[config.mk]
export PLATFORM = sky130hd
export DESIGN_NAME = thd_front
export DESIGN_NICKNAME = d
export VERILOG_FILES = /design/src/rtl/thd_pkg.sv /design/src/rtl/thd_front.sv
export SDC_FILE = /design/constraint.sdc
export NUM_CORES = 1
export LEC_CHECK = 0
export ABC_AREA = 1
export ABC_CLOCK_PERIOD_IN_PS = 13000
export BUFFER_PORTS_ARGS = -buffer_cell sky130_fd_sc_hd__buf_2
export CORE_ASPECT_RATIO = 0.75
export CORE_MARGIN = 3
export CORE_UTILIZATION = 65
export CTS_BUF_LIST = sky130_fd_sc_hd__clkbuf_2
export DETAILED_ROUTE_END_ITERATION = 16
export GPL_TIMING_DRIVEN = 0
export PLACE_DENSITY = 0.9
export SLEW_MARGIN = 0
export SYNTH_ARGS = -nofsm -noshare
export SYNTH_HDL_FRONTEND = slang
export SYNTH_SLANG_ARGS = --single-unit
[constraint.sdc]
create_clock -name clock -period 13 [get_ports clock]
set_clock_uncertainty 0.05 [all_clocks]
set_input_delay 2.6 -clock clock [delete_from_list [all_inputs] [get_ports clock]]
set_output_delay 2.6 -clock clock [all_outputs]
set_load 0.02 [all_outputs]
[src/rtl/thd_pkg.sv]
`timescale 1ns / 1ps
// ----------------------------------------------------------------------------
// thd_pkg: shared types and constants for the THD-from-spectrum block
// Widths of bins, energies and the payload structs of both channels.
// ----------------------------------------------------------------------------
package thd_pkg;
   localparam int HALF_BINS = 512;
   localparam int IDX_W     = $clog2(HALF_BINS);
   localparam int CNT_W     = IDX_W + 1;
   localparam int EN_W      = 34;
   localparam int SUM_W     = 44;
   localparam logic [IDX_W-1:0] START_RESET = IDX_W'(25);

   typedef struct packed {
      logic signed [15:0] bin_real;
      logic signed [15:0] bin_imag;
      logic               last_bin;
   } req_type;

   typedef struct packed {
      logic [8:0]  peak_bin;
      logic [17:0] fundamental_rms;
      logic [23:0] harmonic_rms;
      logic [15:0] thd_percent_q8;
      logic        zero_fundamental;
   } rsp_type;

   // one queued bin after classification
   typedef struct packed {
      logic [EN_W-1:0]  energy;
      logic [IDX_W-1:0] idx;
      logic             store;
      logic             last;
   } bin_type;
endpackage

[src/rtl/thd_front.sv]
`timescale 1ns / 1ps
// ----------------------------------------------------------------------------
// thd_front: bin intake
// Computes bin energy, counts bins and flags overflow bins and frame end.
// ----------------------------------------------------------------------------
module thd_front (
   input  logic             clock,
   input  logic             reset,
   input  logic             req_valid,
   output logic             req_ready,
   input  thd_pkg::req_type req_data,
   output logic             q_valid,
   input  logic             q_ready,
   output thd_pkg::bin_type q_data
);
   import thd_pkg::*;

   logic [CNT_W-1:0] cnt_ff, cnt_in;
   logic             vld_ff;
   bin_type          bin_ff;
   logic [31:0]      sq_re, sq_im;
   logic [32:0]      sum;
   logic             take;

   assign req_ready = !vld_ff || q_ready;
   assign take      = req_valid && req_ready;
   assign q_valid   = vld_ff;
   assign q_data    = bin_ff;

   // square the parts
   assign sq_re = 32'($signed(req_data.bin_real) * $signed(req_data.bin_real));
   assign sq_im = 32'($signed(req_data.bin_imag) * $signed(req_data.bin_imag));
   assign sum   = {1'b0, sq_re} + {1'b0, sq_im};

   // advance bin count, clear at frame end
   always_comb begin
      cnt_in = cnt_ff;
      if (take) begin
         if (req_data.last_bin) cnt_in = '0;
         else if (cnt_ff < CNT_W'(HALF_BINS)) cnt_in = cnt_ff + 1'b1;
      end
   end

   always_ff @(posedge clock) begin
      if (reset) begin
         cnt_ff <= '0;
         vld_ff <= 1'b0;
      end else begin
         cnt_ff <= cnt_in;
         if (take) vld_ff <= 1'b1;
         else if (q_ready) vld_ff <= 1'b0;
      end
   end

   // sum peaks at 2^31, so bit 32 is always clear and the shifted value fits
   always_ff @(posedge clock) begin
      if (take) begin
         bin_ff.energy <= (cnt_ff == '0) ? EN_W'(sum) : {sum[31:0], 2'b00};
         bin_ff.idx    <= cnt_ff[IDX_W-1:0];
         bin_ff.store  <= cnt_ff < CNT_W'(HALF_BINS);
         bin_ff.last   <= req_data.last_bin;
      end
   end
endmodule

Yosys cells after proc, flatten, opt, wreduce, memory -nomap -nowiden
Index checks and enable logic that the tools add are counted.
- order comparisons: 1
- mux-type cells: 5
- reductions and logical operators: 7
- multiply operators: 2
- add/sub/neg operators: 2
- operators with widths (kind ; count):
    $mul A16 B16 Y32 ; 2
    $add A32 B32 Y33 ; 1
    $mux W33 ; 1
    $mux W10 ; 2
    $add A10 B1 Y10 const B ; 1
    $logic_not A10 Y1 ; 1
    $lt A10 B10 Y1 const B ; 1
    $reduce_bool A2 Y1 ; 2
    $mux W1 ; 2
    $reduce_and A2 Y1 ; 1
    $logic_and A1 B1 Y1 ; 1
    $logic_not A1 Y1 ; 1
    $logic_or A1 B1 Y1 ; 1
- flip-flop bits (word level): 56

Depth between registers and ports, before layout
Gate-level depths: netlist of run 1.
- depth in word-level cells: 4
- mapped depth: 38
- mapped depth without buffers: 36

Least setup slack after synthesis of run 1
No wires, ideal clock.
- path type: input-to-reg
- start: input port req_data[2] in the netlist's numbering
- end: register bin_ff, in the netlist q_data[42], data pin
- data arrival time: 8.786 ns
- stages: 29
- library setup time: 0.253 ns
- slack: 3.911 ns
- path through: clkbuf_1 -> clkbuf_1 -> nand2_1 -> inv_1 -> fa_1 -> inv_1 -> fa_1 -> inv_1 -> fa_1 -> fa_1 -> fa_1 -> fa_1 -> ha_1 -> a21oi_1 -> a21boi_0 -> nand2_1 -> nand3b_1 -> xor2_1 -> ha_1 -> nand2_1 -> inv_1 -> nand2_1 -> nor3_1 -> and2_1 -> nand2_1 -> nand2_1 -> nand2_1 -> nand3_1 -> nand2_1
- word-level cells in the longest chain between the ends: 3
- RTL lines (element ; RTL line ; source):
    start, declared ; thd_front.sv:11 ; input thd_pkg::req_type req_data,
    $mul A16 B16 Y32 ; thd_front.sv:32 ; assign sq_im = 32'($signed(req_data.bin_imag) * $signed(req_data.bin_imag));
    $add A32 B32 Y33 ; thd_front.sv:33 ; assign sum = {1'b0, sq_re} + {1'b0, sq_im};
    $mux W33 ; thd_front.sv:58 ; bin_ff.energy <= (cnt_ff == '0) ? EN_W'(sum) : {sum[31:0], 2'b00};
    end, declared ; thd_front.sv:20 ; bin_type bin_ff;
Every way passes these cells.
A chain may end at the register's enable or synchronous reset.

Worst setup path in the final report of run 1
- start: input port req_data[32] in the netlist's numbering
- end: register bin_ff, in the netlist q_data[43], data pin
- word-level cells in the longest chain between the ends: 3
- RTL lines (element ; RTL line ; source):
    $mul A16 B16 Y32 ; thd_front.sv:31 ; assign sq_re = 32'($signed(req_data.bin_real) * $signed(req_data.bin_real));
    $add A32 B32 Y33 ; thd_front.sv:33 ;
    $mux W33 ; thd_front.sv:58 ;
Every way passes these cells.

==> impl_metrics.ini, run 1 <==
[die]
die_x_um = 226
die_y_um = 171
core-area_um2 = 35200
start_util_pct = 66.8
pin_count = 84
die-area_um2 = 38500
rows = 59

[setup_path]
arrival_ps = 10800
critical_path.max_fanout = 10
r2r-end = cnt_ff[6]$_SDFFE_PP0P_
required_ps = 13250
r2r_slack_ps = 10670
crit_path_top_delay_cell = fa_1
max_stage_delay_ps = 540
r2r_cells = 8
start_kind = input pin
startpoint = req_data[32]
cp-end-kind = flop
worst-setup-path-type = input pin to flop
r2r_start = q_valid$_SDFFE_PP0P_
crit_top_cell = nand2_1

[clocking]
cts.sinks = 56
cts_tree = done
clk_path_buf_depth = 2
clkSlewWorstSetupHoldPaths_ps = 280
cts_setup_buffers = 0
cts_max_level = 2
cts_buffers = 5
insertion_delay_ps = 430
root_buffer = clkbuf_2
cts.repair.resized = 0
hold_buffers = 0

[grt]
grt_pass1_wl_um = 104000
grt_pass1_vias = 20600
grt_overflow_total = 0
antenna_found_initial = 1
grt.total_usage_pct = 34.3
grt_max_degree = 48

[layout]
fin_area_um2 = 24500
finish.net_count = 3867
post-route-util_pct = 69.6
layout_common_cells = 922 x inv_1, 714 x nand2_1, 476 x fa_1, 203 x ha_1, 149 x nor2_1
nFillCells = 2948
antenna_cells = 0
area_growth_pct = 4.07
layout_commonest_cell = inv_1
drive_gt1_share_pct = 3.52
multiInputGateArea_um2 = 18200
fin_cells = 3609
regArea_um2 = 1570

[flow_run]
maxCapViolations = 0

[placement]
dp_hpwl_um = 57300
dp_cells = 3601
gp_congestion = 1.00
io_buffers = 68
postPlaceCellArea_um2 = 24400

[yosys]
ys.warnings.count = 0
yosysSeqAreaShare_pct = 6.68
synthCells = 3076
avgSynthCellArea_um2 = 7.65
synth_area_um2 = 23500
async_flop_share_pct = 0
synth_cell_types = 43
yosys_most_used_dff = edfxtp_1
ys_ff_latch = 56
synth_nets = 3792
synth-edff-count = 45

[timing]
hold_violations = 0
slew_headroom_pct = 39.2
period_needed_ps = 10550
finalCritPeriodShare_pct = 81.2
maxSlewViolCount = 0
setup_viol = 0
fmax_mhz = 94.8
setup_tns_ps = 0
rsz0062_at_grt = false
worst_pin_slew_ps = 910

[detailed_routing]
drtIter0Drc = 2253
avgViaCountPerCell = 5.50
drt-pass1-iter-count = 6
routed_wl_um = 63600
routedWlPerCell_um = 17.6
drc = 0
vias = 19900
postRouteAntennaNets = 0

[min_path]
hold_class = flop to flop
hp-start = cnt_ff[6]$_SDFFE_PP0P_
hold_depth = 0
min_to = q_data[8]$_DFFE_PP_

[status]
status = finished, final reports clean
## cell type report
cell class                      count  area share [%]
Buffer                             71            1.13
Sequential cell                    56            6.42
Multi-Input combinational cell   2022            74.3
Clock inverter                      2          0.0613
Clock buffer                        6           0.123
Inverter                          927            14.2
Tap cell                          457            2.33
Timing Repair Buffer               68            1.39
## worst max path at each step
stage,end,cells after the start
floorplan,q_data[42]$_DFFE_PP_,29
global placement,q_data[40]$_DFFE_PP_,32
detailed placement,q_data[42]$_DFFE_PP_,31
CTS,q_data[42]$_DFFE_PP_,31
global route,q_data[42]$_DFFE_PP_,31
finish,q_data[43]$_DFFE_PP_,31
## registers in the layout (all words and copies together), names as in the netlist
register  flops
cnt_ff       10
q_valid       1
q_data       45
## routing by layer
layer / part of all wire (%) / vias to the layer above / track usage [%]
li1: - / 9111 / -
met3: 13 / 73 / 9.83
met5: 0.024 / - / 0
met4: 1.0 / 2 / 4.72
met1: 44 / 9698 / 51.5
met2: 42 / 980 / 51.3
## cells in the mapped netlist (14+ instances only)
cell type	count	area, um^2
edfxtp_1	45	1350
fa_1	476	9530
xnor2_1	26	228
o21ai_0	35	175
nor3_1	26	130
a21oi_1	84	420
clkbuf_1	66	248
nand4_1	30	188
nor2_1	149	559
xor2_1	41	359
nand2_1	714	2680
nand3_1	147	736
ha_1	203	2540
o21bai_1	14	105
inv_1	922	3460
## per-stage QoR
stage | hold WS [ps] | setup WS, ps
5_1_grt | 451 | 2060
3_5_place_dp | 408 | 2310
4_1_cts | 447 | 2770
2_1_floorplan | 380 | 3910
3_3_place_gp | 397 | 2420
6_report | 433 | 2450
## worst max-delay path: cells and delay by family
kind	cells	cell delay, ps
compound gates	1	250
simple gates	14	2260
fa+ha+maj	8	3780
buf+inv	8	1910
## logic make-up (layout without fill, tap and decap cells)
kind of cell	count (synthesis)	after routing	synth area share (%)
multiplexers	3	3	0.128
XOR/XNOR	67	67	2.49
buffers and inverters	998	1074	16.0
adder cells (fa/ha/maj)	679	679	51.3
flip-flops	56	56	6.68
AND/OR/NAND/NOR	1114	1114	19.7
AO/OA/AOI/OAI	159	159	3.79
Power of run 1 is left out: the tool's default activity adds up to more than one toggle a clock period on the data nets, which glitch-free logic cannot reach.
==> run 2: changes to the inputs <==
--- a/config.mk
+++ b/config.mk
@@ -5,8 +5,8 @@
 export SDC_FILE = /design/constraint.sdc
 export NUM_CORES = 1
 export LEC_CHECK = 0
-export ABC_AREA = 1
-export ABC_CLOCK_PERIOD_IN_PS = 13000
+export ABC_AREA = 0
+export ABC_CLOCK_PERIOD_IN_PS = 10850
 export BUFFER_PORTS_ARGS = -buffer_cell sky130_fd_sc_hd__buf_2
 export CORE_ASPECT_RATIO = 0.75
 export CORE_MARGIN = 3
==> constraint.sdc (replaced) <==
create_clock -name clock -period 10.85 [get_ports clock]
set_clock_uncertainty 0.05 [all_clocks]
set_input_delay 2.17 -clock clock [delete_from_list [all_inputs] [get_ports clock]]
set_output_delay 2.17 -clock clock [all_outputs]
set_load 0.02 [all_outputs]
==> impl_metrics.ini, run 2 <==
[status]
status = finished, final reports clean

[setup_path]
r2r_cells = 8
crit_family = adder cells
startpoint = req_data[32]
cp_num_buf_inv = 7
required_ps = 11190
critical_path_depth = 30
crit_path_top_delay_cell = fa_1
start_kind = input pin
r2r_slack_ps = 7750
worst-setup-path-type = input pin to flop
crit_top_cell = fa_1
arrival_ps = 10750
r2r_start = cnt_ff[0]$_SDFFE_PP0P_
endpoint = q_data[42]$_DFFE_PP_
cp-end-kind = flop
max_stage_delay_ps = 550
r2r-end = q_data[27]$_DFFE_PP_
critical_path.max_fanout = 12

[layout]
drive_gt1_share_pct = 6.10
largest_reg_flops = 45
area_growth_pct = 4.75
layout_common_cells = 663 x inv_1, 476 x fa_1, 219 x nand2_1, 203 x ha_1, 116 x nor2_1
finish.net_count = 3192
fin_area_um2 = 22900
layout_commonest_cell = inv_1

[yosys]
yosysTopAreaCellShare_pct = 43.6
ys_ff_latch = 56
ys_top_cells_by_count = 664 x inv_1, 476 x fa_1, 219 x nand2_1
synth_nets = 3105
synth_area_um2 = 21800
async_flop_share_pct = 0
yosysSeqAreaShare_pct = 7.19
yosys_most_used_dff = edfxtp_1
synth_largest_area_cell = fa_1
synthCells = 2389
avgSynthCellArea_um2 = 9.15
synth_cell_types = 80
synth_area_leaders = fa_1 44%, ha_1 12%, inv_1 11%, edfxtp_1 6.2%, nand2_1 3.8%
synth.most_common_cell = inv_1
synth-edff-count = 45
ys.warnings.count = 0

[timing]
rsz0062_at_grt = false
maxSlewViolCount = 0
slew_headroom_pct = 48.8
setup_viol = 0
hold_violations = 0
fmax_mhz = 96.0
worst_pin_slew_ps = 768
finalCritPeriodShare_pct = 96.0
period_needed_ps = 10410

[grt]
grt_overflow_total = 0
grt_pass1_vias = 18000
grt_pass1_wl_um = 86500
grt.total_usage_pct = 30.6
antenna_found_initial = 1
grt_max_degree = 40

[min_path]
hold_class = flop to flop

[clocking]
cts_buffers = 5
cts_max_level = 2
cts_tree = done
insertion_delay_ps = 530
cts.sinks = 56
clkSlewWorstSetupHoldPaths_ps = 300
clk_path_buf_depth = 2
root_buffer = clkbuf_2

[placement]
io_buffers = 80
postPlaceCellArea_um2 = 22800
gp_congestion = 1.02
dp_hpwl_um = 45200

[detailed_routing]
drtIter0Drc = 1722
routed_wl_um = 51900
route.met2.wl_um = 24400
top_layer_used = met4
dr_wl_met3_um = 5020
postRouteAntennaNets = 0
drt-met1-wl_um = 20300
vias = 16600
drc = 0
drt-pass1-iter-count = 6
avgViaCountPerCell = 5.70
routedWlPerCell_um = 17.8

[die]
rows = 57
start_util_pct = 66.7
die-area_um2 = 35900
pin_count = 84
die_y_um = 165
die_x_um = 218
core-area_um2 = 32700

[flow_run]
maxCapViolations = 0
run 2: layout make-up:
class                           instances  area [um^2]
Antenna cell                            1         2.50
Inverter                              664         2490
Sequential cell                        56         1570
Timing Repair Buffer                   81          420
Buffer                                 73          388
Clock buffer                            5         25.0
Fill cell                            2432         9850
Tap cell                              442          553
Clock inverter                          3         27.5
Multi-Input combinational cell       1595        17400
run 2: tightest hold or removal path: stages, from the launching register on:
cell and delay (ps):
dfxtp_1 380, nand2b_1 100, a21oi_1 70
run 2: logic make-up after synthesis:
kind of cell / Yosys count / synth area share, %
AOI/OAI and AO/OA: 275 / 8.64
xor gates and xnor gates: 114 / 4.57
adders and majority gates: 679 / 55.2
buffers and inverters: 738 / 13.2
DFF: 56 / 7.19
muxes: 3 / 0.149
and+or+nand+nor: 524 / 11.0
run 2: repair_timing:
item	CTS	global route
resized for setup	0	13
buffers inserted	0	0
endpoints found under the setup margin	0	8
hold buffers	0	0
run 2: worst min path at each step:
stage,start,cells past startpoint,slack [ps],to
CTS,q_valid$_SDFFE_PP0P_,2,500,q_valid$_SDFFE_PP0P_
detailed placement,cnt_ff[9]$_SDFFE_PP0P_,1,450,q_data[1]$_DFFE_PP_
finish,q_valid$_SDFFE_PP0P_,2,490,q_valid$_SDFFE_PP0P_
floorplan,cnt_ff[7]$_SDFFE_PP0P_,0,420,q_data[9]$_DFFE_PP_
global placement,cnt_ff[7]$_SDFFE_PP0P_,0,450,q_data[9]$_DFFE_PP_
global route,cnt_ff[1]$_SDFFE_PP0P_,0,510,q_data[3]$_DFFE_PP_
run 2: stage by stage:
| step | utilization [%] | hold slack (ps) | setup TNS [ps] | setup WS, ps | instances |
|---|---|---|---|---|---|
| after floorplan | - | 422 | 0 | 1270 | 2389 |
| after global placement | 69.7 | 450 | 0 | 33.3 | 2911 |
| after detailed placement | 69.7 | 454 | -1020 | -244 | 2912 |
| after CTS | 69.9 | 498 | 0 | 270 | 2920 |
| after global routing | 69.9 | 512 | 0 | 4.19 | 2920 |
| final | 69.9 | 491 | 0 | 437 | 2920 |
run 2: per-layer routing:
layer | vias up | track usage [%]
met2 | 799 | 50.9
li1 | 7348 | -
met1 | 8319 | 40.8
met3 | 176 | 6.11
met4 | 0 | 10.5
met5 | - | 0
Power of run 2 is left out for the same reason.
==> run 3: changes to the inputs <==
--- a/config.mk
+++ b/config.mk
@@ -15,6 +15,7 @@
 export DETAILED_ROUTE_END_ITERATION = 16
 export GPL_TIMING_DRIVEN = 0
 export PLACE_DENSITY = 0.9
+export SETUP_SLACK_MARGIN = 0.5
 export SLEW_MARGIN = 0
 export SYNTH_ARGS = -nofsm -noshare
 export SYNTH_HDL_FRONTEND = slang
==> impl_metrics.ini, run 3 (synthesis results as in run 2) <==
[timing]
maxSlewViolCount = 0
setup_viol = 0
finalCritPeriodShare_pct = 92.9
fmax_mhz = 99.2
hold_slack_ps = 491
setup_tns_ps = 0
worst_pin_slew_ps = 719
slew_headroom_pct = 51.6
hold_violations = 0
setup_ws_ps = 771
rsz0062_at_grt = false
period_needed_ps = 10080

[placement]
postPlaceCellArea_um2 = 22800
io_buffers = 80
gp_congestion = 1.02
dpl_worst_slack_ps = -244
dp_hpwl_um = 45200

[setup_path]
crit_path_top_delay_cell = fa_1
cp_num_buf_inv = 9
crit_family = adder cells
cp-end-kind = flop
start_kind = input pin
worst-setup-path-type = input pin to flop
crit_top_cell = fa_1
arrival_ps = 10420
critical_path.max_fanout = 10
max_stage_delay_ps = 660
required_ps = 11190

[layout]
fin_area_um2 = 23000
drive_gt1_share_pct = 7.26
finish.net_count = 3193
nFillCells = 2412
area_growth_pct = 5.06
layout_common_cells = 663 x inv_1, 476 x fa_1, 219 x nand2_1, 203 x ha_1, 116 x nor2_1
layout_commonest_cell = inv_1
largest_reg_flops = 45

[detailed_routing]
route.met2.wl_um = 24500
drt-met1-wl_um = 20200
drtIter0Drc = 1662
top_layer_used = met4
postRouteAntennaNets = 0
dr_wl_met3_um = 5220
routed_wl_um = 51900
drt-pass1-iter-count = 8
vias = 16700
routedWlPerCell_um = 17.8
drc = 0
avgViaCountPerCell = 5.72

[die]
die_x_um = 218
start_util_pct = 66.7
rows = 57
die_y_um = 165
core-area_um2 = 32700
die-area_um2 = 35900
pin_count = 84

[clocking]
insertion_delay_ps = 520
clkSlewWorstSetupHoldPaths_ps = 300
clk_path_buf_depth = 2
cts_tree = done
root_buffer = clkbuf_2
hold_buffers = 0
cts.sinks = 56
cts_buffers = 5
cts_max_level = 2

[status]
status = finished, final reports clean

[grt]
grt_pass1_wl_um = 86500
grt.total_usage_pct = 30.6
antenna_found_initial = 1
grt_max_degree = 40
grt_pass1_vias = 18000
grt_overflow_total = 0

[min_path]
hold_class = flop to flop

[flow_run]
maxCapViolations = 0
[run 3: path summary, 6_finish.rpt]
check	from	end	slack [ps]	cells after the start
setup / recovery	req_data[32]	q_data[42]$_DFFE_PP_	770	32
hold / removal	q_valid$_SDFFE_PP0P_	q_valid$_SDFFE_PP0P_	490	2
setup reg to reg	cnt_ff[0]$_SDFFE_PP0P_	q_data[27]$_DFFE_PP_	7760	8
hold reg to reg	q_valid$_SDFFE_PP0P_	q_valid$_SDFFE_PP0P_	490	2
[run 3: final cells by class]
class	instances	area (um^2)	share of cell area, %
multi-input cells	1595	17400	75.9
inverters	664	2490	10.9
flip-flops and latches	56	1570	6.85
well taps	442	553	2.41
plain buffers	74	429	1.87
repair buffers	81	420	1.83
clock inverters	3	27.5	0.120
clock buffers	5	25.0	0.109
diodes	2	5.00	0.0218
[run 3: stage by stage]
step	std cells	util, %
3_3_place_gp	2911	69.7
2_1_floorplan	2389	-
3_5_place_dp	2912	69.7
6_report	2922	70.1
5_1_grt	2921	70.1
4_1_cts	2920	69.9
[run 3: worst reg2reg max path, delay by kind of cell, from the launching register on]
kind                       cells  cell delay (ps)
buffers and inverters          3             1230
AOI/OAI and AO/OA              2              530
DFF                            1              520
and+or+nand+nor                2              370
adders and majority gates      1              210
[run 3: timing repair]
item,CTS,global route
buffers inserted,0,0
gates resized for setup,5,65
endpoints found under the setup margin,7,12
[run 3: metal layers]
metal,vias to the layer above,global-route usage (%)
met5,-,0
met4,0,10.5
met3,184,6.11
met2,845,50.9
met1,8325,40.8
li1,7362,-
Power of run 3 is left out for the same reason.
